### src/design/kcc_pkg.sv
// kcc_pkg: shared types and constants for the keyword caesar cipher
package kcc_pkg;

  // alphabet size and ascii bounds of the upper-case letters
  localparam int unsigned ALPHA_N = 26;
  localparam logic [7:0]  CHAR_A  = 8'h41;
  localparam logic [7:0]  CHAR_Z  = 8'h5A;
  localparam logic [4:0]  LAST_LETTER = 5'(ALPHA_N - 1);
  localparam logic [4:0]  FULL_COUNT  = 5'(ALPHA_N);

  // request mode codes
  localparam logic [2:0] MODE_CLEAR   = 3'd0;
  localparam logic [2:0] MODE_ADD     = 3'd1;
  localparam logic [2:0] MODE_CLOSE   = 3'd2;
  localparam logic [2:0] MODE_ENCRYPT = 3'd3;
  localparam logic [2:0] MODE_DECRYPT = 3'd4;

  // configuration register index
  localparam logic REG_SHIFT = 1'b0;

  // request and result payloads
  typedef struct packed {
    logic [2:0] mode;
    logic [7:0] in_char;
  } req_t;

  typedef struct packed {
    logic [7:0] out_char;
    logic       substituted;
  } res_t;

  // classified operation carried from front to back
  typedef enum logic [2:0] {
    OP_CLEAR,
    OP_ADD,
    OP_CLOSE,
    OP_ENC,
    OP_DEC
  } op_e;

  typedef struct packed {
    op_e        op;
    logic       letter;
    logic [4:0] idx;
    logic [7:0] ch;
  } entry_t;

  // back-end sequencer states
  typedef enum logic [1:0] {
    ST_IDLE,
    ST_CLOSE,
    ST_READ,
    ST_OUT
  } st_e;

endpackage

### src/design/kcc_front.sv
// kcc_front: request decode and two-entry queue toward the back end
module kcc_front (
  input  logic          clk_i,
  input  logic          rst_ni,
  input  logic          start,
  output logic          busy,
  input  kcc_pkg::req_t req_i,
  output logic          q_valid_o,
  output kcc_pkg::entry_t q_data_o,
  input  logic          q_pop_i
);

  logic            mode_ok;
  kcc_pkg::entry_t ent;
  kcc_pkg::entry_t mem_q [2];
  logic            wr_ptr_q, rd_ptr_q;
  logic [1:0]      cnt_q;
  logic            push, pop;

  // classify the request
  always_comb begin
    mode_ok    = 1'b1;
    ent.op     = kcc_pkg::OP_CLEAR;
    ent.ch     = req_i.in_char;
    ent.letter = (req_i.in_char >= kcc_pkg::CHAR_A) && (req_i.in_char <= kcc_pkg::CHAR_Z);
    ent.idx    = 5'(req_i.in_char - kcc_pkg::CHAR_A);
    unique case (req_i.mode)
      kcc_pkg::MODE_CLEAR:   ent.op = kcc_pkg::OP_CLEAR;
      kcc_pkg::MODE_ADD:     ent.op = kcc_pkg::OP_ADD;
      kcc_pkg::MODE_CLOSE:   ent.op = kcc_pkg::OP_CLOSE;
      kcc_pkg::MODE_ENCRYPT: ent.op = kcc_pkg::OP_ENC;
      kcc_pkg::MODE_DECRYPT: ent.op = kcc_pkg::OP_DEC;
      default:               mode_ok = 1'b0;
    endcase
  end

  assign busy      = (cnt_q == 2'd2);
  assign push      = start && !busy && mode_ok;
  assign q_valid_o = (cnt_q != 2'd0);
  assign pop       = q_pop_i && q_valid_o;
  assign q_data_o  = mem_q[rd_ptr_q];

  // queue storage
  always_ff @(posedge clk_i) begin
    if (push) begin
      mem_q[wr_ptr_q] <= ent;
    end
  end

  // queue pointers and fill count
  always_ff @(posedge clk_i or negedge rst_ni) begin
    if (!rst_ni) begin
      wr_ptr_q <= 1'b0;
      rd_ptr_q <= 1'b0;
      cnt_q    <= 2'd0;
    end else begin
      if (push) wr_ptr_q <= ~wr_ptr_q;
      if (pop)  rd_ptr_q <= ~rd_ptr_q;
      cnt_q <= cnt_q + 2'(push) - 2'(pop);
    end
  end

  a_no_overflow: assert property (@(posedge clk_i) disable iff (!rst_ni)
    cnt_q == 2'd2 |=> cnt_q != 2'd0) else $error("queue emptied from full in one cycle");
  a_count_range: assert property (@(posedge clk_i) disable iff (!rst_ni)
    cnt_q != 2'd3) else $error("queue count out of range");
  a_pop_nonempty: assert property (@(posedge clk_i) disable iff (!rst_ni)
    q_pop_i |-> q_valid_o) else $error("pop from empty queue");

endmodule

### src/design/kcc_back.sv
// kcc_back: keyword alphabet tables and cipher sequencer
module kcc_back (
  input  logic            clk_i,
  input  logic            rst_ni,
  input  logic [4:0]      shift_i,
  input  logic            q_valid_i,
  input  kcc_pkg::entry_t q_data_i,
  output logic            q_pop_o,
  output logic            res_valid_o,
  output kcc_pkg::res_t   res_o
);

  kcc_pkg::st_e    state_q, state_d;
  kcc_pkg::entry_t item_q;
  logic [4:0]      fwd_mem [kcc_pkg::ALPHA_N];
  logic [4:0]      inv_mem [kcc_pkg::ALPHA_N];
  logic [25:0]     seen_q;
  logic [4:0]      fill_q;
  logic            closed_q;
  logic [4:0]      cur_q;
  logic [4:0]      rd_q;
  logic            app_en, clr, close_done;
  logic [4:0]      app_idx;
  logic [4:0]      eff_shift;
  logic [5:0]      enc_sum;
  logic [4:0]      enc_addr;
  logic [5:0]      dec_val;
  logic [4:0]      dec_pos;
  logic            item_cipher;

  // shift register values past the alphabet wrap once
  assign eff_shift = (shift_i >= kcc_pkg::FULL_COUNT) ? shift_i - kcc_pkg::FULL_COUNT : shift_i;
  assign item_cipher = (item_q.op == kcc_pkg::OP_ENC) || (item_q.op == kcc_pkg::OP_DEC);

  // sequencer next state and control
  always_comb begin
    state_d    = state_q;
    q_pop_o    = 1'b0;
    app_en     = 1'b0;
    app_idx    = cur_q;
    clr        = 1'b0;
    close_done = 1'b0;
    res_valid_o = 1'b0;
    unique case (state_q)
      kcc_pkg::ST_IDLE: begin
        if (q_valid_i) begin
          q_pop_o = 1'b1;
          unique case (q_data_i.op)
            kcc_pkg::OP_CLEAR: clr = 1'b1;
            kcc_pkg::OP_ADD: begin
              app_idx = q_data_i.idx;
              app_en  = q_data_i.letter && !seen_q[q_data_i.idx] &&
                        (fill_q < kcc_pkg::FULL_COUNT);
            end
            kcc_pkg::OP_CLOSE: state_d = kcc_pkg::ST_CLOSE;
            kcc_pkg::OP_ENC, kcc_pkg::OP_DEC: begin
              if (!closed_q)               state_d = kcc_pkg::ST_CLOSE;
              else if (q_data_i.letter)    state_d = kcc_pkg::ST_READ;
              else                         state_d = kcc_pkg::ST_OUT;
            end
            default: ;
          endcase
        end
      end
      kcc_pkg::ST_CLOSE: begin
        app_en = !seen_q[cur_q] && (fill_q < kcc_pkg::FULL_COUNT);
        if (cur_q == kcc_pkg::LAST_LETTER) begin
          close_done = 1'b1;
          if (!item_cipher)       state_d = kcc_pkg::ST_IDLE;
          else if (item_q.letter) state_d = kcc_pkg::ST_READ;
          else                    state_d = kcc_pkg::ST_OUT;
        end
      end
      kcc_pkg::ST_READ: state_d = kcc_pkg::ST_OUT;
      kcc_pkg::ST_OUT: begin
        res_valid_o = 1'b1;
        state_d     = kcc_pkg::ST_IDLE;
      end
      default: state_d = kcc_pkg::ST_IDLE;
    endcase
  end

  always_ff @(posedge clk_i or negedge rst_ni) begin
    if (!rst_ni) state_q <= kcc_pkg::ST_IDLE;
    else         state_q <= state_d;
  end

  // latch the popped request
  always_ff @(posedge clk_i) begin
    if (q_pop_o) item_q <= q_data_i;
  end

  // keyword bookkeeping and close walk counter
  always_ff @(posedge clk_i or negedge rst_ni) begin
    if (!rst_ni) begin
      seen_q   <= '0;
      fill_q   <= '0;
      closed_q <= 1'b0;
      cur_q    <= '0;
    end else begin
      if (clr) begin
        seen_q   <= '0;
        fill_q   <= '0;
        closed_q <= 1'b0;
      end else begin
        if (app_en) begin
          seen_q[app_idx] <= 1'b1;
          fill_q          <= fill_q + 5'd1;
        end
        if (close_done) closed_q <= 1'b1;
      end
      if (state_q == kcc_pkg::ST_CLOSE) cur_q <= cur_q + 5'd1;
      else                              cur_q <= '0;
    end
  end

  // forward table (position -> letter) and inverse table (letter -> position)
  always_ff @(posedge clk_i) begin
    if (app_en) begin
      fwd_mem[fill_q]  <= app_idx;
      inv_mem[app_idx] <= fill_q;
    end
  end

  // table lookup for the current cipher request
  assign enc_sum  = 6'(item_q.idx) + 6'(eff_shift);
  assign enc_addr = (enc_sum >= 6'(kcc_pkg::ALPHA_N)) ? 5'(enc_sum - 6'(kcc_pkg::ALPHA_N))
                                                      : enc_sum[4:0];
  always_ff @(posedge clk_i) begin
    if (state_q == kcc_pkg::ST_READ) begin
      rd_q <= (item_q.op == kcc_pkg::OP_ENC) ? fwd_mem[enc_addr] : inv_mem[item_q.idx];
    end
  end

  // result formation
  assign dec_val = (rd_q >= eff_shift) ? 6'(rd_q) - 6'(eff_shift)
                                       : 6'(rd_q) + 6'(kcc_pkg::ALPHA_N) - 6'(eff_shift);
  assign dec_pos = dec_val[4:0];
  always_comb begin
    res_o.substituted = item_q.letter;
    if (!item_q.letter)                  res_o.out_char = item_q.ch;
    else if (item_q.op == kcc_pkg::OP_ENC) res_o.out_char = kcc_pkg::CHAR_A + 8'(rd_q);
    else                                 res_o.out_char = kcc_pkg::CHAR_A + 8'(dec_pos);
  end

  a_fill_matches_seen: assert property (@(posedge clk_i) disable iff (!rst_ni)
    5'($countones(seen_q)) == fill_q) else $error("fill count disagrees with seen letters");
  a_closed_full: assert property (@(posedge clk_i) disable iff (!rst_ni)
    closed_q |-> (fill_q == kcc_pkg::FULL_COUNT) && (&seen_q))
    else $error("alphabet closed without every letter");
  a_single_result: assert property (@(posedge clk_i) disable iff (!rst_ni)
    res_valid_o |=> !res_valid_o) else $error("back-to-back results from one request");
  a_result_closed: assert property (@(posedge clk_i) disable iff (!rst_ni)
    res_valid_o |-> closed_q) else $error("result produced from an open alphabet");

endmodule

### src/design/keyword_caesar_cipher.sv
// keyword_caesar_cipher: top level with configuration port, front queue and back end
//
//   channel   direction  handshake                  payload
//   request   in         start & !busy              req_i   (mode, in_char)
//   result    out        res_valid_o, one cycle     res_o   (out_char, substituted)
//   config    in         psel & penable & pwrite    pwdata  (shift at byte address 0)
//
// clear and add-letter are done as they are popped; close is popped, then walks the
// 26 letters, one a cycle
// encrypt and decrypt of a letter go through pop, table read and result, other
// bytes through pop and result, after the close walk when the alphabet must be closed first
// the front queue holds two requests, busy is high while it is full
// reset clears the keyword state, shift and queue; table contents are defined by writes
// results cannot be held off: the strobe lasts exactly one cycle
module keyword_caesar_cipher (
  input  logic          clk_i,
  input  logic          rst_ni,
  input  logic          start,
  output logic          busy,
  input  kcc_pkg::req_t req_i,
  output logic          res_valid_o,
  output kcc_pkg::res_t res_o,
  input  logic          psel,
  input  logic          penable,
  input  logic          pwrite,
  input  logic [2:0]    paddr,
  input  logic [31:0]   pwdata,
  output logic [31:0]   prdata,
  output logic          pready
);

  logic            q_valid, q_pop;
  kcc_pkg::entry_t q_data;
  logic [4:0]      shift_q;
  logic            reg_hit;

  // configuration register
  assign pready  = 1'b1;
  assign reg_hit = (paddr[2] == kcc_pkg::REG_SHIFT) && (paddr[1:0] == 2'b00);
  always_ff @(posedge clk_i or negedge rst_ni) begin
    if (!rst_ni) begin
      shift_q <= '0;
    end else if (psel && penable && pwrite && pready && reg_hit) begin
      shift_q <= pwdata[4:0];
    end
  end
  assign prdata = reg_hit ? {27'd0, shift_q} : 32'd0;

  // request decode and queue
  kcc_front u_front (
    .clk_i     (clk_i),
    .rst_ni    (rst_ni),
    .start     (start),
    .busy      (busy),
    .req_i     (req_i),
    .q_valid_o (q_valid),
    .q_data_o  (q_data),
    .q_pop_i   (q_pop)
  );

  // table keeping and cipher execution
  kcc_back u_back (
    .clk_i       (clk_i),
    .rst_ni      (rst_ni),
    .shift_i     (shift_q),
    .q_valid_i   (q_valid),
    .q_data_i    (q_data),
    .q_pop_o     (q_pop),
    .res_valid_o (res_valid_o),
    .res_o       (res_o)
  );

endmodule

### config.mk
export PLATFORM = sky130hd
export DESIGN_NAME = keyword_caesar_cipher
export DESIGN_NICKNAME = d
export VERILOG_FILES = /design/src/design/kcc_pkg.sv /design/src/design/kcc_front.sv /design/src/design/kcc_back.sv /design/src/design/keyword_caesar_cipher.sv
export SDC_FILE = /design/constraint.sdc
export NUM_CORES = 1
export LEC_CHECK = 0
export BUFFER_PORTS_ARGS = -buffer_cell sky130_fd_sc_hd__buf_2
export CAP_MARGIN = 10
export CORE_UTILIZATION = 55
export DETAILED_ROUTE_END_ITERATION = 8
export GPL_ROUTABILITY_DRIVEN = 0
export PLACE_DENSITY_LB_ADDON = 0.05
export SYNTH_ARGS = -nofsm -noshare
export SYNTH_HDL_FRONTEND = slang
export SYNTH_HIERARCHICAL = 1
export SYNTH_SLANG_ARGS = --single-unit
### constraint.sdc
create_clock -name clk_i -period 4.3 [get_ports clk_i]
set_clock_uncertainty 0.15 [all_clocks]
set_input_delay 0.43 -clock clk_i [delete_from_list [all_inputs] [get_ports clk_i]]
set_output_delay 0.43 -clock clk_i [all_outputs]
set_load 0.01 [all_outputs]
==> out/metrics.cfg, run 1 <==
[drt]
drtAntennaViolNets=0
routed_wl_um=34500
drtPass1Iterations=7
wl_per_cell_um=20.9
drtIter0Drc=767
vias=9539
drc_errors=0
viasPerCell=5.79

[logic_synthesis]
synth_enable_flop_cells=316
yosys_warnings=6
synth_top_family_by_area=multiplexers
syn-cell-area_um2=16500
synth-simple-area-share=0.0904
synth_top_flop_cell=edfxtp_1
synth_top_area_frac=0.574
async_reset_ff_frac=0.130
yosys.area_share.xor_xnor=0.0143
synth_adder_area_share=0.0275
yosysTopAreaCell=edfxtp_1
synth.distinct_cells=68
synth_area_leaders=edfxtp_1 (57%), dfrtp_1 (7.3%), mux4_2 (6.9%), mux2i_1 (2.6%), ha_1 (2.3%)
syn_area_per_cell_um2=14.8
synth-compound-area-share=0.0584
yosysMostFrequentCell=edfxtp_1
synthCells=1115
synthTopCellsByCount=edfxtp_1 (316), nand2_1 (90), nor2_1 (82)
yosysSeqAreaShare=0.652
synthMuxAreaShare=0.122
ys_ff_latch=369

[setup_path]
path_buf_inv=5
worstSetupPathType=reg2out
critPathLaunch=shift_q[2]
crit_path_end_kind=output pin
cp_slowest_cell=fa_1
path_depth=16
crit_fanout=5
reg2reg_depth=17
worstReg2RegEnd=u_back/rd_q[3]
cp_top_family=adder cells
critPathRequiredTime_ps=3720
startpoint_type=flip-flop
worst_ep_arrival_time_ps=3590
r2r-start=shift_q[2]
slowest_delay_ps=400
ff2ff_setup_slack_ps=230
endpoint=res_o[4]
crit_path_cell_trace=buf_4 -> o21a_1 -> o21ai_2 -> o31ai_2 -> buf_4 -> ha_4 -> inv_2 -> ha_4 -> inv_2 -> fa_1 -> mux2_4 -> a21oi_4 -> and3_4 -> xnor2_1 -> a21oi_1 -> buf_2

[clock_network]
cts_made_buffers=40
htree_levels=2
cts_tree=built
clk_pin_slew_worst_paths_ps=60
cts_root_buf=clkbuf_16
worstSkewPairLatency_ps=520
cts_num_sinks=369
clk_path_buf_depth=3

[die]
die_x_um=175
design.core.area_um2=29600
ios=96
initial_core_util=0.558
die_area_um2=30800
die_h_um=175
rows=63

[timing]
tightest_slew_ps=1100
setup_violations=0
maxSlewHeadroom=0.265
fmax_mhz=240
finalHoldViolations=0
slew_violations=0
tns_ps=0
rsz0062_at_grt=yes
min_period_over_period=0.969
period_minus_slack_ps=4170

[layout]
drive_above_1_share=0.249
synthToLayoutAreaGrowth_pct=14.5
antennaDiodeCount=0
fin_nets=1311
layoutNonFillerInstCount=1647

[placed_design]
post-dp-hpwl_um=23300
port_buffers=40
dpl.cell_count=1564

[pwr]
pwr-share-clk=0.230
switching_share=0.358
p_int_mw=9.18
p_per_area_nw_per_um2=755
leakage_nw=7.01
vdd.ir_drop.worst_v=0.000440
net-switching-power_mw=5.12
seqPwrFrac=0.377
pwr-share-comb=0.393

[global_route]
grt_max_degree=49
globalRouteOverflowTotal=0
grt_pass1_wl_um=53100
grt_usage=0.229
grt_antenna_before_repair=0
grt_pass1_vias=9280

[job]
maxCapViolCount=0

[worst_hold_path]
hp-class=in2reg

[run_status]
outcome=completed

## per-layer routing
layer  vias to the layer above  wire, µm  global-route usage
met4                         0       817              0.0634
met5                         -         0                   0
met1                      4798     15200               0.331
li1                       4386         -                   -
met3                        58      1980              0.0333
met2                       297     16500               0.365
## worst register-to-register path: cells and delay by family (launching register included)
kind / cells / cell delay (ps)
DFF: 1 / 370
AOI/OAI and AO/OA: 6 / 1130
and+or+nand+nor: 4 / 630
buffers and inverters: 4 / 630
adders and majority gates: 1 / 260
muxes: 2 / 590
## worst min-delay path by stage
| stage | from | endpoint | slack (ps) | cells past startpoint |
|---|---|---|---|---|
| 6_report | pwdata[4] | shift_q[4] | 20 | 2 |
| 5_1_grt | pwdata[4] | shift_q[4] | 20 | 2 |
| 4_1_cts | req_i[0] | u_front/mem_q[1][0] | 5 | 1 |
| 3_5_place_dp | u_front/wr_ptr_q | u_front/wr_ptr_q | 330 | 1 |
| 3_3_place_gp | u_front/cnt_q[1] | u_front/cnt_q[1] | 330 | 1 |
| 2_1_floorplan | rst_ni | shift_q[0] | -20 | 0 |
## timing repair
item | CTS | global route
setup buffers | 1 | 2
hold endpoints to repair | 56 | 0
setup endpoints to repair | 4 | 10
gates resized for setup | 8 | 22
pin swaps | 3 | 9
hold buffers | 6 | 0
## cell usage in the layout, fill, tap and decap left out, drive strengths merged, types with 7 or more instances in the layout
cell type / netlist / routed
edfxtp: 316 / 316
buf: 43 / 108
nand2: 91 / 91
nor2: 82 / 82
clkbuf: 29 / 55
mux4: 51 / 51
dfrtp: 48 / 48
mux2i: 43 / 43
inv: 39 / 40
mux2: 34 / 34
ha: 30 / 30
conb: 2 / 28
nand3: 27 / 27
a21oi: 26 / 26
o21ai: 25 / 25
nor3: 23 / 23
a21o: 22 / 22
nand4: 19 / 19
o211ai: 19 / 19
nor2b: 16 / 16
xnor2: 15 / 15
or2: 13 / 13
xor2: 12 / 12
clkinv: 0 / 12
o21a: 8 / 8
a31oi: 8 / 8
and2: 8 / 8
nand2b: 7 / 7
## registers in the layout, indices dropped and copies added (netlist names), named ones only
signal and count:
u_back/fill_q 5, u_front/wr_ptr_q 1, u_front/rd_ptr_q 1, u_back/rd_q 5
u_back/fwd_mem 130, u_back/cur_q 5, u_back/closed_q 1, u_back/seen_q 26
u_front/cnt_q 2, u_back/item_q 16, u_back/inv_mem 130, u_front/mem_q 34
shift_q 5, u_back/res_o 1, u_back/state_q 2
## per-stage QoR
step	hold slack (ps)	area [µm²]	setup slack, ps	util	power [mW]
after floorplan	-15.6	16600	252	-	9.04
after detailed placement	333	17400	115	0.588	10.9
after global placement	329	17400	162	0.588	10.8
after CTS	5.13	18800	16.6	0.636	14.3
final	23.0	18900	131	0.639	14.3
after global routing	18.0	18900	-32.8	0.639	15.0
## cell families after synthesis
logic type                 count (synthesis)
AOI/OAI and AO/OA                        140
other                                      2
xor gates and xnor gates                  27
adders and majority gates                 34
muxes                                    128
buffers and inverters                    111
DFF                                      369
and+or+nand+nor                          304
## final cells by class
cell class / instances / area [µm²]
Multi-Input combinational cell: 661 / 5400
Sequential cell: 369 / 10800
Tap cell: 390 / 488
Timing Repair Buffer: 114 / 812
Clock inverter: 19 / 145
Clock buffer: 55 / 1160
Inverter: 39 / 146
Fill cell: 2229 / 10700
## power by group through the flow
stage | logic (mW) | registers [mW] | clock network (mW)
6_report | 5.61 | 5.39 | 3.29
5_1_grt | 6.07 | 5.47 | 3.49
4_1_cts | 5.54 | 5.39 | 3.36
3_5_place_dp | 5.47 | 5.47 | 0
3_3_place_gp | 5.40 | 5.43 | 0
2_1_floorplan | 3.80 | 5.23 | 0
No activity file was read; power rests on OpenSTA's default activity.
==> run 2: changes to the inputs <==
--- a/config.mk
+++ b/config.mk
@@ -11,6 +11,7 @@
 export DETAILED_ROUTE_END_ITERATION = 8
 export GPL_ROUTABILITY_DRIVEN = 0
 export PLACE_DENSITY_LB_ADDON = 0.05
+export SLEW_MARGIN = 20
 export SYNTH_ARGS = -nofsm -noshare
 export SYNTH_HDL_FRONTEND = slang
 export SYNTH_HIERARCHICAL = 1
==> constraint.sdc (replaced) <==
create_clock -name clk_i -period 3.81 [get_ports clk_i]
set_clock_uncertainty 0.15 [all_clocks]
set_input_delay 0.381 -clock clk_i [delete_from_list [all_inputs] [get_ports clk_i]]
set_output_delay 0.381 -clock clk_i [all_outputs]
set_load 0.01 [all_outputs]
==> run 2 against run 1 <==
Compared with the run above:
- the run now ends with setup timing left
- combinational power increased by 29%
- non-clock buffer count increased by 51
- setup slack got worse by 440 ps
- sequential power is 9.5% higher
- register-to-register slack lost 250 ps
- design area increased by 2.7%
- cell count is 2.7% higher
- core utilization grew 1.8 points
- clock power grew 8.8%
- sequential share of layout area is 1.5 points lower
==> out/metrics.cfg, run 2 (synthesis gave the netlist of run 1 again) <==
[die]
die_area_um2=30800  ; unchanged
die_x_um=175  ; unchanged
rows=63  ; unchanged
die_h_um=175  ; unchanged
ios=96  ; unchanged
initial_core_util=0.558  ; unchanged
design.core.area_um2=29600  ; unchanged

[timing]
setup_slack_ps=-311  ; -442 ps
fmax_mhz=243
period_minus_slack_ps=4120
tightest_slew_ps=904  ; -198 ps
rsz0062_at_grt=yes
fin_hold_ws_ps=41.3  ; +18.3 ps
finalHoldViolations=0  ; unchanged
maxSlewHeadroom=0.398  ; +0.133
min_period_over_period=1.08
setup_violations=6  ; +6
slew_violations=0  ; unchanged

[global_route]
globalRouteOverflowTotal=0  ; unchanged
grt.busiest_layer=met2
grt_use_met2=0.385  ; +0.0202
grt_antenna_before_repair=0  ; unchanged
grt_usage=0.237  ; +0.00798
grt_pass1_wl_um=55000  ; +3.6%
grtUsageMet1=0.339  ; +0.00778
grt_max_degree=37  ; -24%
met3_usage=0.0368  ; +0.00346
grt_pass1_vias=9655  ; +4.0%

[setup_path]
critPathRequiredTime_ps=3280  ; -440 ps
critPathLaunch=shift_q[2]
crit_path_end_kind=output pin
startpoint_type=flip-flop
worst_ep_arrival_time_ps=3590  ; about the same
crit_fanout=5  ; unchanged
worstSetupPathType=reg2out
r2r-start=shift_q[2]

[pwr]
p_int_mw=10.7  ; +17%
pwr-share-comb=0.432  ; +0.039
vdd.ir_drop.worst_v=0.000487  ; +11%
seqPwrFrac=0.353  ; -0.024
net-switching-power_mw=5.97  ; +17%
p_per_area_nw_per_um2=858  ; +14%
switching_share=0.358  ; about the same
leakage_nw=7.26  ; +3.5%
pwr-share-clk=0.215  ; -0.015

[layout]
reg.largest.list=u_back/fwd_mem (130), u_back/inv_mem (130), u_front/mem_q (34)
fin_nets=1360  ; +3.7%
mostFrequentLayoutCells=edfxtp_1 (316), buf_4 (102), nand2_1 (88)
final_common_cell=edfxtp_1
layoutNonFillerInstCount=1692  ; +2.7%
synthToLayoutAreaGrowth_pct=17.6
final_core_util=0.657  ; +0.0176
drive_above_1_share=0.294  ; +0.0452
antennaDiodeCount=0  ; unchanged

[drt]
drc_errors=0  ; unchanged
drtIter0Drc=819  ; +6.8%
routed_wl_um=35300  ; +2.3%
drtAntennaViolNets=0  ; unchanged
drtPass1Iterations=5  ; -2
viasPerCell=5.72  ; -1.2%
wl_per_cell_um=20.9  ; -0.39%
vias=9681  ; +1.5%

[placed_design]
post-dp-hpwl_um=23500  ; +0.85%
port_buffers=40  ; unchanged
dpl.cell_count=1605  ; +2.6%

[clock_network]
clk_pin_slew_worst_paths_ps=60  ; about the same
htree_levels=2  ; unchanged
cts_num_sinks=369  ; unchanged
cts_made_buffers=38  ; -5.0%
clk_path_buf_depth=3  ; unchanged
worstSkewPairLatency_ps=520  ; about the same
cts_root_buf=clkbuf_16
cts_tree=built

[worst_hold_path]
hp-class=in2reg
hold_path.startpoint=start

[run_status]
outcome=complete, but fails checks
violations=setup timing

[job]
maxCapViolCount=0  ; unchanged

[run 2: metrics by stage]
stage	setup slack, ps	power, mW	cell area (µm²)	TNS (ps)
5_1_grt	-438	17.6	19500	-2540
3_3_place_gp	-167	12.5	17700	-922
6_report	-311	16.7	19500	-1110
4_1_cts	-285	16.4	19200	-1080
2_1_floorplan	5.45	10.3	16700	0
3_5_place_dp	-278	12.6	17700	-1430
[run 2: power by group through the flow]
stage	combinational (mW)	sequential, mW	clock [mW]
6_report	7.22	5.90	3.58
5_1_grt	7.78	5.97	3.81
4_1_cts	6.83	5.89	3.64
3_5_place_dp	6.67	5.97	0
3_3_place_gp	6.56	5.95	0
2_1_floorplan	4.35	5.91	0
[run 2: routing by layer]
layer	routed length, µm	vias up	part of all wire
li1	-	4470	-
met1	15700	4892	0.44
met2	17000	270	0.48
met3	2060	49	0.058
met4	594	0	0.017
met5	0	-	0
[run 2: worst paths after layout]
kind | end | slack (ps) | cells past startpoint
max | res_o[6] | -310 | 17
min | u_front/wr_ptr_q | 40 | 3
max reg2reg | u_back/rd_q[2] | -20 | 18
min reg2reg | u_front/cnt_q[1] | 350 | 1
max in group asynchronous | u_back/closed_q | 2380 | 3
min in group asynchronous | shift_q[4] | 380 | 2
[run 2: worst max-delay path, stage by stage (launching register included)]
cell     delay (ps)
dfrtp_1         370
inv_2            60
ha_4            170
o21a_1          120
o21ai_1         150
o31ai_2         100
buf_4           160
ha_4            280
inv_4            40
ha_4            150
inv_2            40
fa_1            390
mux2_4          290
a21oi_4         190
and3_4          230
nand4_1          80
o21ai_1         100
buf_2           140
[run 2: area by class of cell]
type / instances / area (µm²)
fill: 2138 / 10200
multi-input combinational: 661 / 5590
inverter: 39 / 149
timing repair buffer: 165 / 1240
sequential: 369 / 10800
tap: 390 / 488
clock inverter: 18 / 161
clock buffer: 50 / 1040
[run 2: what timing repair did]
item	in CTS	in global routing
resized for setup	30	52
hold buffers	14	0
endpoints found under the setup margin	10	10
endpoints found under the hold margin	55	0
pin swaps	8	10
setup buffers	1	4
==> run 3: changes to the inputs <==
--- a/config.mk
+++ b/config.mk
@@ -7,7 +7,7 @@
 export LEC_CHECK = 0
 export BUFFER_PORTS_ARGS = -buffer_cell sky130_fd_sc_hd__buf_2
 export CAP_MARGIN = 10
-export CORE_UTILIZATION = 55
+export CORE_UTILIZATION = 38
 export DETAILED_ROUTE_END_ITERATION = 8
 export GPL_ROUTABILITY_DRIVEN = 0
 export PLACE_DENSITY_LB_ADDON = 0.05
==> run 3 against run 2 <==
Compared with the run above:
- the run still ends with setup timing left
- sequential power hardly changed
- first-iteration DRC count is 35% lower
- die area is 44% higher
- highest routed layer unchanged
- combinational power is 7.5% higher
- global-route usage is 5.5 points lower
- largest power group unchanged
- register-to-register slack worse by 30 ps
- cell count is 14% higher
- sequential cell count stayed put
- maximum frequency is 0.13% higher
- total power is 4.0% higher
==> out/metrics.cfg, run 3 (synthesis gave the netlist of run 1 again) <==
[timing]
maxSlewHeadroom=0.426  ; +0.0285
period_minus_slack_ps=4120  ; -5.42 ps
setup_violations=7  ; +1
min_period_over_period=1.08  ; -0.00142
finalHoldViolations=0  ; unchanged
setup_slack_ps=-305  ; +5.42 ps
fmax_mhz=243  ; +0.13%
tightest_slew_ps=858  ; -46.0 ps
rsz0062_at_grt=yes
slew_violations=0  ; unchanged

[setup_path]
slowest_delay_ps=410  ; +20 ps
critPathRequiredTime_ps=3280  ; about the same
worstReg2RegEnd=u_back/rd_q[3]
cp_slowest_cell=fa_1
reg2reg_depth=18  ; unchanged
crit_fanout=5  ; unchanged
worst_ep_arrival_time_ps=3580  ; about the same
r2r-start=shift_q[2]
cp_top_family=adder cells
worstSetupPathType=reg2out
crit_path_end_kind=output pin
critPathLaunch=shift_q[2]
path_buf_inv=5  ; unchanged
ff2ff_setup_slack_ps=-50  ; -30 ps
crit_path_cell_trace=inv_2 -> ha_4 -> o21a_1 -> o21ai_2 -> o31ai_2 -> buf_4 -> ha_4 -> inv_2 -> ha_4 -> inv_2 -> fa_1 -> mux2_4 -> a21oi_4 -> and3_4 -> nand4_1 -> o21ai_1 -> buf_2
startpoint_type=flip-flop

[drt]
vias=9600  ; -0.84%
drtAntennaViolNets=0  ; unchanged
wl_per_cell_um=20.3  ; -2.8%
viasPerCell=4.97  ; -13%
drtPass1Iterations=4  ; -1
drc_errors=0  ; unchanged
drtIter0Drc=530  ; -35%
routed_wl_um=39200  ; +11%

[clock_network]
cts_root_buf=clkbuf_16
cts_tree=built
htree_levels=2  ; unchanged
cts_num_sinks=369  ; unchanged
worstSkewPairLatency_ps=560  ; +40 ps
cts_made_buffers=41  ; +7.9%
clk_pin_slew_worst_paths_ps=60  ; about the same
clk_path_buf_depth=3  ; unchanged

[die]
die_x_um=211  ; +20%
initial_core_util=0.385  ; -0.173
rows=76  ; +21%
ios=96  ; unchanged
die_area_um2=44400  ; +44%
die_h_um=211  ; +20%
design.core.area_um2=43000  ; +45%

[global_route]
grt_antenna_before_repair=0  ; unchanged
grt_usage=0.182  ; -0.0553
grt_pass1_wl_um=60000  ; +9.0%
grt_pass1_vias=9748  ; +0.96%
globalRouteOverflowTotal=0  ; unchanged
grt_max_degree=37  ; unchanged

[layout]
drive_above_1_share=0.324  ; +0.0298
design_area_um2=20200  ; +3.7%
mostFrequentLayoutCells=edfxtp_1 (316), buf_4 (131), nand2_1 (85)
synthToLayoutAreaGrowth_pct=22.0
register_area_um2=10800  ; unchanged
fin_nets=1401  ; +3.0%
antennaDiodeCount=0  ; unchanged
multi_input_area_um2=5670  ; +1.4%
final_core_util=0.470  ; -0.187
final_common_cell=edfxtp_1
nFillCells=3906  ; +83%
reg.largest.list=u_back/fwd_mem (130), u_back/inv_mem (130), u_front/mem_q (34)

[pwr]
p_per_area_nw_per_um2=860  ; +0.28%
leakage_nw=7.51  ; +3.4%
vdd.ir_drop.worst_v=0.000372  ; -24%

[placed_design]
post-dp-hpwl_um=26200  ; +12%
port_buffers=40  ; unchanged
placed_area_um2=18200  ; +2.3%

[job]
maxCapViolCount=0  ; unchanged

[worst_hold_path]
hp-class=in2async

[run_status]
violations=setup timing
outcome=complete, but fails checks

==> run 3: cell count changes in the layout (fill, tap and decap cells not counted), moves of 4 or more <==
cell / change
dlygate4sd3_1: +4
clkbuf_16: +4
nor2_2: +7
nor2_1: -8
buf_4: +29
buf_12: +5
==> run 3: routing by layer <==
layer	track usage	up-vias	routed length (µm)	part of all wire
met5	0	-	0	0
met4	0.0527	0	725	0.019
met3	0.0272	47	1250	0.032
met2	0.298	119	19000	0.49
met1	0.250	4883	18200	0.46
li1	-	4551	-	-
==> run 3: cell type report <==
class / count / share of cell area
Sequential cell: 369 / 0.535
Multi-Input combinational cell: 661 / 0.281
Timing Repair Buffer: 203 / 0.0787
Clock buffer: 54 / 0.0569
Tap cell: 585 / 0.0363
Inverter: 39 / 0.00725
Clock inverter: 20 / 0.00515
==> run 3: repair_timing <==
action	CTS	global route
pin swaps	32	27
setup endpoints to repair	10	69
hold buffers	18	0
gates resized for setup	65	31
endpoints found under the hold margin	49	0
buffers inserted	14	11
==> run 3: how the worst max path moves through the flow <==
stage / cells past startpoint / end
2_1_floorplan: 16 / u_back/rd_q[3]
5_1_grt: 16 / res_o[5]
3_3_place_gp: 18 / u_back/rd_q[4]
3_5_place_dp: 18 / u_back/rd_q[4]
4_1_cts: 17 / res_o[5]
6_report: 17 / res_o[6]
==> run 3: power by group <==
group | switching [mW] | internal [mW]
logic | 4.30 | 3.46
clock network | 1.58 | 2.12
registers | 0.392 | 5.52
==> run 3: stage by stage <==
| step | setup TNS [ps] | setup WS [ps] | std cells | hold slack (ps) | power, mW |
|---|---|---|---|---|---|
| finish | -1290 | -305 | 1931 | 200 | 17.4 |
| global route | -3170 | -503 | 1931 | 266 | 18.4 |
| CTS | -1450 | -345 | 1921 | 204 | 17.4 |
| detailed placement | -1920 | -391 | 1816 | 265 | 13.1 |
| global placement | -1710 | -357 | 1816 | 259 | 13.1 |
| floorplan | 0 | 5.45 | 1141 | -64.6 | 10.3 |
